$ cat config.mk
export PLATFORM = sky130hd
export DESIGN_NAME = linked_deque_with_cursor
export DESIGN_NICKNAME = d
export VERILOG_FILES = /design/src/rtl/ldwc_pkg.sv /design/src/rtl/ldwc_ram.sv /design/src/rtl/ldwc_free.sv /design/src/rtl/linked_deque_with_cursor.sv
export SDC_FILE = /design/constraint.sdc
export NUM_CORES = 1
export LEC_CHECK = 0
export BUFFER_PORTS_ARGS = -buffer_cell sky130_fd_sc_hd__buf_2
export CAP_MARGIN = 20
export CORE_MARGIN = 1
export CORE_UTILIZATION = 35
export CTS_CLUSTER_DIAMETER = 50
export CTS_CLUSTER_SIZE = 10
export DETAILED_ROUTE_END_ITERATION = 6
export GPL_TIMING_DRIVEN = 0
export MAX_ROUTING_LAYER = met4
export SLEW_MARGIN = 20
export SYNTH_ARGS = -nofsm -noshare
export SYNTH_HDL_FRONTEND = slang
export SYNTH_SLANG_ARGS = --single-unit
$ cat constraint.sdc
create_clock -name clk -period 5.5 [get_ports clk]
set_input_delay 0.275 -clock clk [delete_from_list [all_inputs] [get_ports clk]]
set_output_delay 0.275 -clock clk [all_outputs]
set_load 0.005 [all_outputs]
$ cat src/rtl/ldwc_pkg.sv
// Shared types and constants for the linked deque with cursor.
package ldwc_pkg;

    localparam int NODE_COUNT_DEF = 16;
    localparam int DATA_WIDTH_DEF = 32;
    localparam int CMD_W          = 4;
    localparam int STATUS_W       = 2;

    localparam logic [CMD_W-1:0] CMD_PUSH_BACK  = 4'd0;
    localparam logic [CMD_W-1:0] CMD_PUSH_FRONT = 4'd1;
    localparam logic [CMD_W-1:0] CMD_POP_BACK   = 4'd2;
    localparam logic [CMD_W-1:0] CMD_POP_FRONT  = 4'd3;
    localparam logic [CMD_W-1:0] CMD_PEEK_BACK  = 4'd4;
    localparam logic [CMD_W-1:0] CMD_PEEK_FRONT = 4'd5;
    localparam logic [CMD_W-1:0] CMD_RESTART    = 4'd6;
    localparam logic [CMD_W-1:0] CMD_NEXT       = 4'd7;
    localparam logic [CMD_W-1:0] CMD_INSERT     = 4'd8;
    localparam logic [CMD_W-1:0] CMD_REMOVE     = 4'd9;
    localparam logic [CMD_W-1:0] CMD_REPLACE    = 4'd10;
    localparam logic [CMD_W-1:0] CMD_READ       = 4'd11;

    localparam logic [STATUS_W-1:0] STAT_OK     = 2'd0;
    localparam logic [STATUS_W-1:0] STAT_EMPTY  = 2'd1;
    localparam logic [STATUS_W-1:0] STAT_FULL   = 2'd2;
    localparam logic [STATUS_W-1:0] STAT_BEFORE = 2'd3;

    typedef enum logic [2:0] {
        S_IDLE   = 3'b001,
        S_FETCH  = 3'b010,
        S_FINISH = 3'b100
    } state_t;

    typedef struct packed {
        logic take;
        logic give;
    } free_ctl_t;

endpackage

$ cat src/rtl/ldwc_ram.sv
// Generic single-write, single-read RAM with a registered read port.
module ldwc_ram #(
    parameter int WIDTH = 8,
    parameter int DEPTH = 16
) (
    input  logic                     clk,
    input  logic                     we,
    input  logic [$clog2(DEPTH)-1:0] waddr,
    input  logic [WIDTH-1:0]         wdata,
    input  logic                     re,
    input  logic [$clog2(DEPTH)-1:0] raddr,
    output logic [WIDTH-1:0]         rdata
);

    logic [WIDTH-1:0] mem_reg [DEPTH];
    logic [WIDTH-1:0] rdata_reg;

    always_ff @(posedge clk)
    begin
        if (we)
        begin
            mem_reg[waddr] <= wdata;
        end
        if (re)
        begin
            rdata_reg <= mem_reg[raddr];
        end
    end

    assign rdata = rdata_reg;

endmodule

$ cat src/rtl/ldwc_free.sv
// Free node allocator: a fresh-node counter backed by a stack of returned nodes.
module ldwc_free #(
    parameter int NODE_COUNT = ldwc_pkg::NODE_COUNT_DEF
) (
    input  logic                          clk,
    input  logic                          rst_n,
    input  logic                          rd_req,
    input  ldwc_pkg::free_ctl_t           ctl,
    input  logic [$clog2(NODE_COUNT)-1:0] give_idx,
    output logic [$clog2(NODE_COUNT)-1:0] alloc_idx
);

    localparam int IW = $clog2(NODE_COUNT);
    localparam int PW = $clog2(NODE_COUNT + 1);

    logic [PW-1:0] top_reg, top_next;
    logic [PW-1:0] fresh_reg, fresh_next;
    logic [PW-1:0] top_dec;
    logic [IW-1:0] stk_rdata;

    assign top_dec = top_reg - PW'(1);

    // Returned nodes are reused first; never-used nodes come from the counter.
    assign alloc_idx = (top_reg != '0) ? stk_rdata : fresh_reg[IW-1:0];

    always_comb
    begin
        top_next   = top_reg;
        fresh_next = fresh_reg;
        if (ctl.take)
        begin
            if (top_reg != '0)
            begin
                top_next = top_dec;
            end
            else
            begin
                fresh_next = fresh_reg + PW'(1);
            end
        end
        else if (ctl.give)
        begin
            top_next = top_reg + PW'(1);
        end
    end

    always_ff @(posedge clk or negedge rst_n)
    begin
        if (!rst_n)
        begin
            top_reg   <= '0;
            fresh_reg <= '0;
        end
        else
        begin
            top_reg   <= top_next;
            fresh_reg <= fresh_next;
        end
    end

    ldwc_ram #(
        .WIDTH (IW),
        .DEPTH (NODE_COUNT)
    ) u_stack (
        .clk   (clk),
        .we    (ctl.give),
        .waddr (top_reg[IW-1:0]),
        .wdata (give_idx),
        .re    (rd_req),
        .raddr (top_dec[IW-1:0]),
        .rdata (stk_rdata)
    );

endmodule

$ cat src/rtl/linked_deque_with_cursor.sv
// Top level of the linked deque with cursor: command sequencer and node store.
//
//  Channel   Signals                         Direction  Handshake
//  -------   ------------------------------  ---------  -------------------------------
//  command   start, cmd, data_in, busy       in         taken when start=1 and busy=0
//  result    done, data_out, data_valid,     out        done strobes one cycle, no stall
//            status, length, cursor_at_end
//
// Most commands pass through the fetch state only: the accept edge launches
// the node store reads, the fetch state performs the writes and registers the
// result, which is shown while a new command can already be taken. A next that
// lands on an item and a general insert also pass the finish state: next needs
// a chained read of the link memory and then the data memory, insert needs a
// second write to each link memory. A next that ends up at end finishes from fetch.
// Reset is asynchronous and active low and leaves an empty deque with the cursor
// at end; no clearing pass is needed. The receiver cannot stall results.
module linked_deque_with_cursor #(
    parameter int NODE_COUNT = ldwc_pkg::NODE_COUNT_DEF,
    parameter int DATA_WIDTH = ldwc_pkg::DATA_WIDTH_DEF
) (
    input  logic                                 clk,
    input  logic                                 rst_n,
    input  logic                                 start,
    input  logic [ldwc_pkg::CMD_W-1:0]           cmd,
    input  logic [DATA_WIDTH-1:0]                data_in,
    output logic                                 busy,
    output logic                                 done,
    output logic [DATA_WIDTH-1:0]                data_out,
    output logic                                 data_valid,
    output logic [ldwc_pkg::STATUS_W-1:0]        status,
    output logic [$clog2(NODE_COUNT + 1)-1:0]    length,
    output logic                                 cursor_at_end
);

    // Node indices use IW bits; pointers use PW bits so that NODE_COUNT can
    // serve as the null pointer.
    localparam int IW = $clog2(NODE_COUNT);
    localparam int PW = $clog2(NODE_COUNT + 1);
    localparam logic [PW-1:0] NIL = PW'(NODE_COUNT);

    ldwc_pkg::state_t state_reg, state_next;

    logic [ldwc_pkg::CMD_W-1:0] cmd_reg;
    logic [DATA_WIDTH-1:0]      din_reg;
    logic [PW-1:0]              head_reg, head_next;
    logic [PW-1:0]              tail_reg, tail_next;
    logic [PW-1:0]              cursor_reg, cursor_next;
    logic                       bs_reg, bs_next;
    logic [PW-1:0]              count_reg, count_next;
    logic [IW-1:0]              node_reg, node_next;
    logic [IW-1:0]              link_reg, link_next;

    logic                          done_reg;
    logic [DATA_WIDTH-1:0]         data_out_reg;
    logic                          data_valid_reg;
    logic [ldwc_pkg::STATUS_W-1:0] status_reg;
    logic [PW-1:0]                 length_reg;
    logic                          at_end_reg;

    logic                          accept;
    logic                          res_fire;
    logic                          res_valid;
    logic [ldwc_pkg::STATUS_W-1:0] res_status;
    logic                          pb;
    logic                          pf;
    logic                          empty;
    logic                          full;

    // Node store ports.
    logic                  dat_we, dat_re;
    logic [IW-1:0]         dat_waddr, dat_raddr;
    logic [DATA_WIDTH-1:0] dat_wdata, dat_rdata;
    logic                  fwd_we, bwd_we;
    logic [IW-1:0]         fwd_waddr, fwd_wdata, fwd_raddr, fwd_rdata;
    logic [IW-1:0]         bwd_waddr, bwd_wdata, bwd_raddr, bwd_rdata;

    ldwc_pkg::free_ctl_t fctl;
    logic [IW-1:0]       give_idx;
    logic [IW-1:0]       alloc_idx;
    logic [PW-1:0]       alloc_p;

    // Links of the cursor node. The ends of the list are never stored in the
    // link memories: the head has no predecessor and the tail no successor.
    logic [PW-1:0] cur_prev;
    logic [PW-1:0] cur_next;
    logic [PW-1:0] nxt_cur;

    assign accept  = start && (state_reg == ldwc_pkg::S_IDLE);
    assign busy    = (state_reg != ldwc_pkg::S_IDLE);
    assign empty   = (count_reg == '0);
    assign full    = (count_reg == NIL);
    assign alloc_p = PW'(alloc_idx);

    assign cur_prev = (cursor_reg == head_reg) ? NIL : PW'(bwd_rdata);
    assign cur_next = (cursor_reg == tail_reg) ? NIL : PW'(fwd_rdata);
    assign nxt_cur  = bs_reg ? head_reg : ((cursor_reg != NIL) ? cur_next : NIL);

    // Read addresses are launched at the accept edge; a next command launches
    // its data read once the successor link has come back.
    always_comb
    begin
        dat_raddr = cursor_reg[IW-1:0];
        fwd_raddr = cursor_reg[IW-1:0];
        bwd_raddr = cursor_reg[IW-1:0];
        if (state_reg == ldwc_pkg::S_FETCH)
        begin
            dat_raddr = nxt_cur[IW-1:0];
        end
        else if ((cmd == ldwc_pkg::CMD_POP_BACK) || (cmd == ldwc_pkg::CMD_PEEK_BACK))
        begin
            dat_raddr = tail_reg[IW-1:0];
            bwd_raddr = tail_reg[IW-1:0];
        end
        else if ((cmd == ldwc_pkg::CMD_POP_FRONT) || (cmd == ldwc_pkg::CMD_PEEK_FRONT))
        begin
            dat_raddr = head_reg[IW-1:0];
            fwd_raddr = head_reg[IW-1:0];
        end
    end

    assign dat_re = accept ||
                    ((state_reg == ldwc_pkg::S_FETCH) && (cmd_reg == ldwc_pkg::CMD_NEXT));

    always_comb
    begin
        state_next  = state_reg;
        head_next   = head_reg;
        tail_next   = tail_reg;
        cursor_next = cursor_reg;
        bs_next     = bs_reg;
        count_next  = count_reg;
        node_next   = node_reg;
        link_next   = link_reg;
        res_fire    = 1'b0;
        res_valid   = 1'b0;
        res_status  = ldwc_pkg::STAT_OK;
        pb          = 1'b0;
        pf          = 1'b0;
        fctl        = '0;
        give_idx    = '0;
        dat_we      = 1'b0;
        dat_waddr   = alloc_idx;
        dat_wdata   = din_reg;
        fwd_we      = 1'b0;
        fwd_waddr   = alloc_idx;
        fwd_wdata   = alloc_idx;
        bwd_we      = 1'b0;
        bwd_waddr   = alloc_idx;
        bwd_wdata   = alloc_idx;

        unique case (state_reg)
            ldwc_pkg::S_IDLE:
            begin
                if (start)
                begin
                    state_next = ldwc_pkg::S_FETCH;
                end
            end

            ldwc_pkg::S_FETCH:
            begin
                state_next = ldwc_pkg::S_IDLE;
                res_fire   = 1'b1;
                unique case (cmd_reg)
                    ldwc_pkg::CMD_PUSH_BACK:
                    begin
                        pb = 1'b1;
                    end
                    ldwc_pkg::CMD_PUSH_FRONT:
                    begin
                        pf = 1'b1;
                    end
                    ldwc_pkg::CMD_POP_BACK, ldwc_pkg::CMD_POP_FRONT:
                    begin
                        if (empty)
                        begin
                            res_status = ldwc_pkg::STAT_EMPTY;
                        end
                        else
                        begin
                            res_valid  = 1'b1;
                            count_next = count_reg - PW'(1);
                            fctl.give  = 1'b1;
                            if (cmd_reg == ldwc_pkg::CMD_POP_BACK)
                            begin
                                give_idx = tail_reg[IW-1:0];
                                if (cursor_reg == tail_reg)
                                begin
                                    cursor_next = NIL;
                                    bs_next     = 1'b0;
                                end
                            end
                            else
                            begin
                                give_idx = head_reg[IW-1:0];
                                if (cursor_reg == head_reg)
                                begin
                                    cursor_next = NIL;
                                    bs_next     = 1'b0;
                                end
                            end
                            if (head_reg == tail_reg)
                            begin
                                head_next = NIL;
                                tail_next = NIL;
                            end
                            else if (cmd_reg == ldwc_pkg::CMD_POP_BACK)
                            begin
                                tail_next = PW'(bwd_rdata);
                            end
                            else
                            begin
                                head_next = PW'(fwd_rdata);
                            end
                        end
                    end
                    ldwc_pkg::CMD_PEEK_BACK, ldwc_pkg::CMD_PEEK_FRONT:
                    begin
                        if (empty)
                        begin
                            res_status = ldwc_pkg::STAT_EMPTY;
                        end
                        else
                        begin
                            res_valid = 1'b1;
                        end
                    end
                    ldwc_pkg::CMD_RESTART:
                    begin
                        cursor_next = head_reg;
                        bs_next     = 1'b0;
                    end
                    ldwc_pkg::CMD_NEXT:
                    begin
                        cursor_next = nxt_cur;
                        bs_next     = 1'b0;
                        if (nxt_cur != NIL)
                        begin
                            // The word under the new cursor arrives next cycle.
                            res_fire   = 1'b0;
                            state_next = ldwc_pkg::S_FINISH;
                        end
                        else
                        begin
                            res_status = ldwc_pkg::STAT_EMPTY;
                        end
                    end
                    ldwc_pkg::CMD_INSERT:
                    begin
                        priority if (bs_reg)
                        begin
                            res_status = ldwc_pkg::STAT_BEFORE;
                        end
                        else if (cursor_reg == head_reg)
                        begin
                            pf = 1'b1;
                        end
                        else if (cursor_reg == NIL)
                        begin
                            pb = 1'b1;
                        end
                        else if (full)
                        begin
                            res_status = ldwc_pkg::STAT_FULL;
                        end
                        else
                        begin
                            // Link the new node both ways now; its neighbors
                            // are pointed at it in the finish cycle.
                            fctl.take  = 1'b1;
                            dat_we     = 1'b1;
                            fwd_we     = 1'b1;
                            fwd_wdata  = cursor_reg[IW-1:0];
                            bwd_we     = 1'b1;
                            bwd_wdata  = cur_prev[IW-1:0];
                            count_next = count_reg + PW'(1);
                            node_next  = alloc_idx;
                            link_next  = cur_prev[IW-1:0];
                            res_fire   = 1'b0;
                            state_next = ldwc_pkg::S_FINISH;
                        end
                    end
                    ldwc_pkg::CMD_REMOVE, ldwc_pkg::CMD_REPLACE, ldwc_pkg::CMD_READ:
                    begin
                        priority if (bs_reg)
                        begin
                            res_status = ldwc_pkg::STAT_BEFORE;
                        end
                        else if (cursor_reg == NIL)
                        begin
                            res_status = ldwc_pkg::STAT_EMPTY;
                        end
                        else
                        begin
                            res_valid = 1'b1;
                            if (cmd_reg == ldwc_pkg::CMD_REPLACE)
                            begin
                                dat_we    = 1'b1;
                                dat_waddr = cursor_reg[IW-1:0];
                            end
                            else if (cmd_reg == ldwc_pkg::CMD_REMOVE)
                            begin
                                count_next = count_reg - PW'(1);
                                fctl.give  = 1'b1;
                                give_idx   = cursor_reg[IW-1:0];
                                if (cur_prev != NIL)
                                begin
                                    cursor_next = cur_prev;
                                    if (cur_next != NIL)
                                    begin
                                        fwd_we    = 1'b1;
                                        fwd_waddr = cur_prev[IW-1:0];
                                        fwd_wdata = cur_next[IW-1:0];
                                        bwd_we    = 1'b1;
                                        bwd_waddr = cur_next[IW-1:0];
                                        bwd_wdata = cur_prev[IW-1:0];
                                    end
                                    else
                                    begin
                                        tail_next = cur_prev;
                                    end
                                end
                                else
                                begin
                                    // Removing the first item leaves the cursor
                                    // before the start.
                                    cursor_next = NIL;
                                    bs_next     = 1'b1;
                                    head_next   = cur_next;
                                    if (tail_reg == cursor_reg)
                                    begin
                                        tail_next = cur_next;
                                    end
                                end
                            end
                        end
                    end
                    default:
                    begin
                    end
                endcase

                if (pb || pf)
                begin
                    if (full)
                    begin
                        res_status = ldwc_pkg::STAT_FULL;
                    end
                    else
                    begin
                        fctl.take  = 1'b1;
                        dat_we     = 1'b1;
                        count_next = count_reg + PW'(1);
                        if (pb)
                        begin
                            tail_next = alloc_p;
                            if (empty)
                            begin
                                head_next = alloc_p;
                            end
                            else
                            begin
                                bwd_we    = 1'b1;
                                bwd_wdata = tail_reg[IW-1:0];
                                fwd_we    = 1'b1;
                                fwd_waddr = tail_reg[IW-1:0];
                            end
                        end
                        else
                        begin
                            head_next = alloc_p;
                            if (empty)
                            begin
                                tail_next = alloc_p;
                            end
                            else
                            begin
                                fwd_we    = 1'b1;
                                fwd_wdata = head_reg[IW-1:0];
                                bwd_we    = 1'b1;
                                bwd_waddr = head_reg[IW-1:0];
                            end
                        end
                    end
                end
            end

            ldwc_pkg::S_FINISH:
            begin
                state_next = ldwc_pkg::S_IDLE;
                res_fire   = 1'b1;
                if (cmd_reg == ldwc_pkg::CMD_NEXT)
                begin
                    res_valid = 1'b1;
                end
                else
                begin
                    // Second half of an insert: predecessor and cursor node
                    // now point at the new node.
                    fwd_we    = 1'b1;
                    fwd_waddr = link_reg;
                    fwd_wdata = node_reg;
                    bwd_we    = 1'b1;
                    bwd_waddr = cursor_reg[IW-1:0];
                    bwd_wdata = node_reg;
                end
            end

            default:
            begin
                state_next = ldwc_pkg::S_IDLE;
            end
        endcase
    end

    always_ff @(posedge clk or negedge rst_n)
    begin
        if (!rst_n)
        begin
            state_reg  <= ldwc_pkg::S_IDLE;
            head_reg   <= NIL;
            tail_reg   <= NIL;
            cursor_reg <= NIL;
            bs_reg     <= 1'b0;
            count_reg  <= '0;
            done_reg   <= 1'b0;
        end
        else
        begin
            state_reg  <= state_next;
            head_reg   <= head_next;
            tail_reg   <= tail_next;
            cursor_reg <= cursor_next;
            bs_reg     <= bs_next;
            count_reg  <= count_next;
            done_reg   <= res_fire;
        end
    end

    // Command and result payload registers.
    always_ff @(posedge clk)
    begin
        if (accept)
        begin
            cmd_reg <= cmd;
            din_reg <= data_in;
        end
        node_reg <= node_next;
        link_reg <= link_next;
        if (res_fire)
        begin
            data_out_reg   <= res_valid ? dat_rdata : '0;
            data_valid_reg <= res_valid;
            status_reg     <= res_status;
            length_reg     <= count_next;
            at_end_reg     <= !bs_next && (cursor_next == NIL);
        end
    end

    assign done          = done_reg;
    assign data_out      = data_out_reg;
    assign data_valid    = data_valid_reg;
    assign status        = status_reg;
    assign length        = length_reg;
    assign cursor_at_end = at_end_reg;

    ldwc_ram #(
        .WIDTH (DATA_WIDTH),
        .DEPTH (NODE_COUNT)
    ) u_data (
        .clk   (clk),
        .we    (dat_we),
        .waddr (dat_waddr),
        .wdata (dat_wdata),
        .re    (dat_re),
        .raddr (dat_raddr),
        .rdata (dat_rdata)
    );

    ldwc_ram #(
        .WIDTH (IW),
        .DEPTH (NODE_COUNT)
    ) u_fwd (
        .clk   (clk),
        .we    (fwd_we),
        .waddr (fwd_waddr),
        .wdata (fwd_wdata),
        .re    (accept),
        .raddr (fwd_raddr),
        .rdata (fwd_rdata)
    );

    ldwc_ram #(
        .WIDTH (IW),
        .DEPTH (NODE_COUNT)
    ) u_bwd (
        .clk   (clk),
        .we    (bwd_we),
        .waddr (bwd_waddr),
        .wdata (bwd_wdata),
        .re    (accept),
        .raddr (bwd_raddr),
        .rdata (bwd_rdata)
    );

    ldwc_free #(
        .NODE_COUNT (NODE_COUNT)
    ) u_free (
        .clk       (clk),
        .rst_n     (rst_n),
        .rd_req    (accept),
        .ctl       (fctl),
        .give_idx  (give_idx),
        .alloc_idx (alloc_idx)
    );

    // A result only follows a cycle in which a command was being worked on.
    a_done_after_work: assert property (@(posedge clk) disable iff (!rst_n)
        done_reg |-> $past(state_reg != ldwc_pkg::S_IDLE))
        else $error("result strobe without a command in flight");

    // An empty deque has no head and no tail.
    a_empty_ends: assert property (@(posedge clk) disable iff (!rst_n)
        (count_reg == '0) |-> ((head_reg == NIL) && (tail_reg == NIL)))
        else $error("empty deque with a live end pointer");

    // The item count never passes the size of the node store.
    a_count_bound: assert property (@(posedge clk) disable iff (!rst_n)
        count_reg <= NIL)
        else $error("item count beyond node store size");

    // A before-start cursor is never reported as being at end.
    a_before_not_end: assert property (@(posedge clk) disable iff (!rst_n)
        (done_reg && (status_reg == ldwc_pkg::STAT_BEFORE)) |-> !at_end_reg)
        else $error("cursor before start reported at end");

endmodule

# Word level (Yosys, flattened, before mapping)
# Memories as Yosys holds them, arrays and structs flattened. A register that Yosys moved wholly into a read port is not among the register bits.
# Cells that the tools add are included.
# Widths: inputs -> output; s select.
dict set report word_totals {
  regBits 120
  word_cells 300
  in_bits 39
  output_inout_bits 43
  ram_bits 704
  mem_count 4
}
# memory depth width read_ports rd_ports_with_merged_regs wr line
set mem_list {}
lappend mem_list {u_data.mem_reg 16 32 1 1 1 ldwc_ram.sv:15} ;# logic [WIDTH-1:0] mem_reg [DEPTH];
lappend mem_list {u_bwd.mem_reg 16 4 1 1 1 ldwc_ram.sv:15}
lappend mem_list {u_free.u_stack.mem_reg 16 4 1 1 1 ldwc_ram.sv:15}
lappend mem_list {u_fwd.mem_reg 16 4 1 1 1 ldwc_ram.sv:15}
dict set report classes {
  n_bitwise 5
  n_eq_ne 32
  n_reduce_logical 19
  n_mux 217
  add_sub_neg 5
}
# cell n
set op_table {}
lappend op_table {{$mux 5} 55}
lappend op_table {{$mux 4} 61}
lappend op_table {{$mux 1} 62}
lappend op_table {{$pmux 4 s2} 7}
lappend op_table {{$eq 4x3->1 const B} 6}
lappend op_table {{$eq 5x5->1} 4}
lappend op_table {{$ne 5x5->1 const B} 4}
lappend op_table {{$pmux 1 s2} 10}
lappend op_table {{$pmux 5 s2} 2}
lappend op_table {{$pmux 5 s4} 1}
lappend op_table {{$mux 3} 6}
lappend op_table {{$eq 4x2->1 const B} 4}
lappend op_table {{$eq 4x4->1 const B} 4}
lappend op_table {{$mux 2} 8}
lappend op_table {{$add 5x1->5 const B} 3}
lappend op_table {{$eq 5x5->1 const B} 3}
lappend op_table {{$pmux 5 s3} 1}
lappend op_table {{$pmux 3 s2} 2}
lappend op_table {{$sub 5x1->5 const B} 2}
lappend op_table {{$pmux 2 s4} 1}
lappend op_table {{$reduce_and 6->1} 1}
lappend op_table {{$logic_not 5->1} 1}
lappend op_table {{$not 1->1} 5}
lappend op_table {{$reduce_bool 5->1} 1}
lappend op_table {{17 further kinds} 24}

# Logic depth before layout (Yosys ltp)
dict set report depth {
  ltp_word 16
  mapped_depth 12
  ltp_nobuf 10
}

# Hierarchy
# Synthesis repeated with hierarchy kept, for this count alone.
dict set report unflattened {
  cells_unflattened 1897
  area_unflattened_um2 35260.1
}
# mod area_per_inst_um2 instances cells_per_inst
set modules_own_cells {}
lappend modules_own_cells {{ldwc_ram (u_data)} 20155.6 1 838}
lappend modules_own_cells {{ldwc_ram (u_bwd ...)} 2706.3 3 130}
lappend modules_own_cells {linked_deque_with_cursor 6398.6 1 614}
lappend modules_own_cells {ldwc_free 586.8 1 55}

# Worst setup path after synthesis
# Ideal clock, no wire load.
dict set report synth_timing {
  path_kind {register -> register}
  start {register u_free.top_reg[0]}
  end {memory u_data.mem_reg[4][0] (netlist name), enable pin}
  path_stages_with_launch 10
  setup_slack_ns 1.084
  arrival_time_ns 3.995
  synth_period_minus_slack_ns 4.416
  path_cell_list {dfrtp_1 -> clkbuf_1 -> inv_1 -> ha_1 -> nor4b_4 -> mux2i_1 -> clkinv_1 -> o31ai_1 -> nand2_1 -> nor2_1}
}
dict set report synth_between {
  elab_chain_cells 7
}
# element line
set synth_rtl {}
lappend synth_rtl {{start: declaration} ldwc_free.sv:16} ;# logic [PW-1:0] top_reg, top_next;
lappend synth_rtl {{start signal: assignment} ldwc_free.sv:56} ;# top_reg <= top_next;
lappend synth_rtl {{$reduce_bool 5->1 *} ldwc_free.sv:24} ;# assign alloc_idx = (top_reg != '0) ? stk_rdata : fresh_reg[IW-1:0];
lappend synth_rtl {{$mux 4 *} ldwc_free.sv:24}
lappend synth_rtl {{net alloc_idx[1]} linked_deque_with_cursor.sv:79} ;# logic [IW-1:0] alloc_idx;
lappend synth_rtl {{$mux 4} linked_deque_with_cursor.sv:296} ;# if (cmd_reg == ldwc_pkg::CMD_REPLACE)
lappend synth_rtl {{$mux 4} linked_deque_with_cursor.sv:289} ;# else if (cursor_reg == NIL)
lappend synth_rtl {{$mux 4} linked_deque_with_cursor.sv:285} ;# priority if (bs_reg)
lappend synth_rtl {{$mux 4} linked_deque_with_cursor.sv:164} ;# unique case (cmd_reg)
lappend synth_rtl {{$mux 4 *} linked_deque_with_cursor.sv:151} ;# unique case (state_reg)
lappend synth_rtl {{end: declaration} ldwc_ram.sv:15}
# Mark *: on every way through the listed nets, which the timed path passes. The rest lies on a longest branch.

# Worst setup path in the final report
dict set report layout_timing {
  start {register u_free.top_reg[0]}
  end {memory u_bwd.mem_reg[1][0] (netlist name), enable pin}
}
dict set report layout_between {
  elab_chain_cells 14
  elab_cells_between_ends 15
  classes_between {14 x mux; 1 x reduce/logical}
}
# element line
set layout_rtl {}
lappend layout_rtl {{$reduce_bool 5->1 *} ldwc_free.sv:24}
lappend layout_rtl {{$mux 4 *} ldwc_free.sv:24}
lappend layout_rtl {{net alloc_idx[3]} linked_deque_with_cursor.sv:79}
lappend layout_rtl {{$mux 4} linked_deque_with_cursor.sv:309} ;# if (cur_next != NIL)
lappend layout_rtl {{$mux 4} linked_deque_with_cursor.sv:306} ;# if (cur_prev != NIL)
lappend layout_rtl {{$mux 4} linked_deque_with_cursor.sv:301} ;# else if (cmd_reg == ldwc_pkg::CMD_REMOVE)
lappend layout_rtl {{$mux 4} linked_deque_with_cursor.sv:296}
lappend layout_rtl {{$mux 4} linked_deque_with_cursor.sv:289}
lappend layout_rtl {{$mux 4} linked_deque_with_cursor.sv:285}
lappend layout_rtl {{$mux 4} linked_deque_with_cursor.sv:164}
lappend layout_rtl {{$mux 4} linked_deque_with_cursor.sv:372} ;# if (empty)
lappend layout_rtl {{$mux 4} linked_deque_with_cursor.sv:354} ;# if (pb)
lappend layout_rtl {{$mux 4} linked_deque_with_cursor.sv:345} ;# if (full)
lappend layout_rtl {{$mux 4} linked_deque_with_cursor.sv:343} ;# if (pb || pf)
lappend layout_rtl {{$pmux 4 s2 *} linked_deque_with_cursor.sv:151}
lappend layout_rtl {{end: declaration} ldwc_ram.sv:15}
# Marked as above.

==> impl_metrics.json <==
{
  "cts_tree": "built",
  "finalHoldViolCount": 0,
  "min_period_over_period": 0.947,
  "synth_top_family_by_area": "compound AO/OA/AOI/OAI gates",
  "antenna_left": 0,
  "vias_per_cell": 5.72,
  "clock-root-buffer": "clkbuf_16",
  "critPathMaxFanout": 10,
  "postCtsSetupBuffers": 0,
  "crit_chain": "clkbuf_1 > inv_1 > ha_1 > nor4b_4 > mux2i_2 > inv_1 > clkbuf_1 > a22o_1 > a21oi_1 > o311a_1 > o21ai_0 > nor4_1",
  "max_slew.worst_pin.slew_ns": 1.09,
  "coreArea_mm2": 0.0986,
  "synth_cell_types": 85,
  "gp_congestion": 0.931,
  "die_x_um": 318,
  "vias": 21600,
  "portBuffers": 81,
  "cts_num_sinks": 867,
  "rows": 115,
  "max_freq_mhz": 192,
  "p_per_area_mw_per_mm2": 440,
  "drt-total-wl_um": 94400,
  "clockBufferDepth": 3,
  "clk_latency_ns": 0.70,
  "cpMaxStageDelayCell": "nor4_1",
  "synth_compound_area_frac": 0.112,
  "seqCellArea_mm2": 0.0259,
  "leakage_nw": 13.6,
  "grt_pass1_wl_um": 141000,
  "async_flop_share": 0.0392,
  "report.final.slew_viol_count": 0,
  "nets": 2506,
  "synth_mux_area_frac": 0.0417,
  "syn-instance-count": 2205,
  "clkTransAtPathRegs_ns": 0.05,
  "fin_ws_ns": 0.290,
  "cp-end-kind": "flop",
  "antenna_found_initial": 2,
  "synth_edf_count": 833,
  "synth_ff_type": "edfxtp_1",
  "multiInputGateArea_mm2": 0.00850,
  "clock_skew_ns": 0.0724,
  "routedWlPerCell_um": 25.0,
  "firstDrtPassIters": 7,
  "drive_gt1_frac": 0.153,
  "ios": 82,
  "synthSimpleGateAreaFrac": 0.0732,
  "area_delta_synth_final_pct": 17.9,
  "startpoint_type": "flop",
  "grt_max_degree": 37,
  "violations": "design-rule violations",
  "synthesis.nets": 2252,
  "initial_utilization": 0.354,
  "die_h_um": 318,
  "post_synth_fa_ha_maj_area_fraction": 0.00287,
  "drt-initial-drc-count": 2915,
  "cap_violations": 0,
  "gr-total-overflow": 0,
  "die_area_mm2": 0.101,
  "crit_arrival_ns": 5.47,
  "drc": 18,
  "yosysWarnings": 0,
  "run_status": "complete, but fails checks",
  "cpPeakStageDelay_ns": 0.76,
  "synth_area_per_cell_um2": 15.8,
  "dpl.hpwl_um": 63300,
  "crit_type": "flop to flop",
  "synth_xor_xnor_area_share": 0.00750,
  "rsz0062_at_grt": "no",
  "irDropWorstVdd_v": 0.000280,
  "slew_headroom": 0.268,
  "n_fill_cell": 8770,
  "num_antenna_cells": 0,
  "ys_ff_latch": 867,
  "finalSetupViolations": 0,
  "fin_crit_ns": 5.21,
  "holdCritPathClass": "input port to async pin",
  "dp.cells": 3599,
  "grt_usage": 0.190,
  "cts_htree_levels": 3,
  "largest_reg_flops": 512,
  "seq_area_frac_synth": 0.742,
  "cp_data_required_time_ns": 5.76,
  "fin_cells": 3785,
  "grt_pass1_vias": 21800,
  "preCtsSetupSlack_ns": 0.107,
  "syn_area_mm2": 0.0349,
  "crit_start": "u_free.top_reg[0]$_DFFE_PN0P_",
  "crit-reg2reg-launch": "u_free.top_reg[0]$_DFFE_PN0P_",
  "cts_buffers": 105
}
==> per-stage QoR <==
step / instance area [um^2] / power [mW] / hold slack, ns / utilization / setup TNS (ns)
after floorplan: 34900 / 10.3 / -0.0206 / - / 0
after global placement: 36900 / 11.7 / 0.421 / 0.374 / -767.21
after detailed placement: 37700 / 11.9 / 0.442 / 0.382 / 0
final: 41100 / 18.1 / 0.235 / 0.417 / 0
after CTS: 41100 / 18.1 / 0.243 / 0.417 / 0
after global routing: 41100 / 18.7 / 0.277 / 0.417 / 0
==> critical path: cells and delay by family, from the launching register on <==
kind | cells | cell delay (ns)
muxes | 1 | 0.75
and+or+nand+nor | 2 | 1.24
buffers and inverters | 4 | 1.03
adders and majority gates | 1 | 0.22
DFF | 1 | 0.41
AOI/OAI and AO/OA | 4 | 1.13
==> cell usage in the layout, fill, tap and decap left out, drive strengths merged, types with 37 or more instances in the layout <==
cell type | synthesis | final
mux2i | 48 | 48
nor2 | 84 | 84
dlygate4sd3 | 0 | 38
mux4 | 40 | 40
a21oi | 171 | 171
and2 | 37 | 37
nand2 | 190 | 190
buf | 43 | 150
edfxtp | 833 | 833
a222oi | 135 | 135
nor3 | 40 | 40
o21ai | 46 | 46
clkbuf | 105 | 228
==> layout make-up <==
class                   count  area share
flip-flops and latches    867       0.629
multi-input cells        1172       0.207
clock buffers             121      0.0661
well taps                1287      0.0392
repair buffers            147      0.0335
plain buffers             148      0.0160
clock inverters            25     0.00776
inverters                  18     0.00164
==> cells in the mapped netlist (7+ instances only) <==
cell type    n  share of area
o22ai_1      7         0.0013
a22oi_1     10         0.0022
or4_1       34         0.0073
o31ai_1      8         0.0017
o21a_1       8         0.0017
inv_1       15         0.0016
nor3_1      40         0.0057
nor2_1      84         0.0090
nand2_1    190          0.020
a211o_1     11         0.0028
o211ai_1    15         0.0032
a21oi_1    171          0.025
nand3_1     13         0.0019
buf_1        9        0.00097
buf_2       24         0.0034
and3_1      15         0.0027
a21o_1       8         0.0017
nand2b_1     7         0.0013
o2bb2ai_1   10         0.0025
a211oi_1    19         0.0041
edfxtp_1   833           0.72
a31oi_1     26         0.0047
mux2i_1     47          0.013
mux4_2      40          0.026
a222oi_1   135          0.039
clkbuf_1   105          0.011
xor2_1       7         0.0018
dfrtp_1     30          0.022
and2_1      37         0.0066
o21ai_0     42         0.0060
o211a_1      8         0.0023
xnor2_1     21         0.0053
nor2b_1     18         0.0032
ha_1         8         0.0029
buf_6        9         0.0029
nor4_1      31         0.0056
==> logic make-up (layout without fill, tap and decap cells) <==
logic type	count (synthesis)	count (layout)
fa+ha+maj	8	8
mux	94	94
xor+xnor	29	29
flops	867	867
simple gates	506	506
buf+inv	166	459
compound gates	535	535
==> per-layer routing <==
metal / global-route usage / up-vias / share of wire
met5: - / - / 0
met4: 0.0652 / 0 / 0.031
met3: 0.0313 / 181 / 0.074
met2: 0.299 / 980 / 0.48
met1: 0.251 / 11000 / 0.42
li1: - / 9487 / -
==> timing repair <==
action / CTS / global route
gates resized for setup: 0 / 3
endpoints found under the setup margin: 0 / 57
endpoints found under the hold margin: 67 / 0
hold buffers: 38 / 0
==> power breakdown <==
part / internal (mW) / switching (mW) / leakage (nW)
sequential: 7.71 / 0.175 / 8.15
clock: 3.63 / 2.59 / 1.48
combinational: 1.20 / 2.76 / 4.02
==> final timing paths <==
| kind | to | cells after the start | slack [ns] |
|---|---|---|---|
| setup / recovery | u_bwd.mem_reg[1][0]$_DFFE_PP_ | 12 | 0.29 |
| hold / removal | count_reg[4]$_DFF_PN0_ | 2 | 0.24 |
| setup reg to reg | u_bwd.mem_reg[1][0]$_DFFE_PP_ | 12 | 0.29 |
| hold reg to reg | data_out[13]$_SDFFCE_PN0P_ | 1 | 0.51 |
| max in group asynchronous | cursor_reg[1]$_DFF_PN0_ | 2 | 4.67 |
| min in group clk | dat_wdata[13]$_DFFE_PP_ | 2 | 0.30 |
No activity file was read; power rests on OpenSTA's default activity.
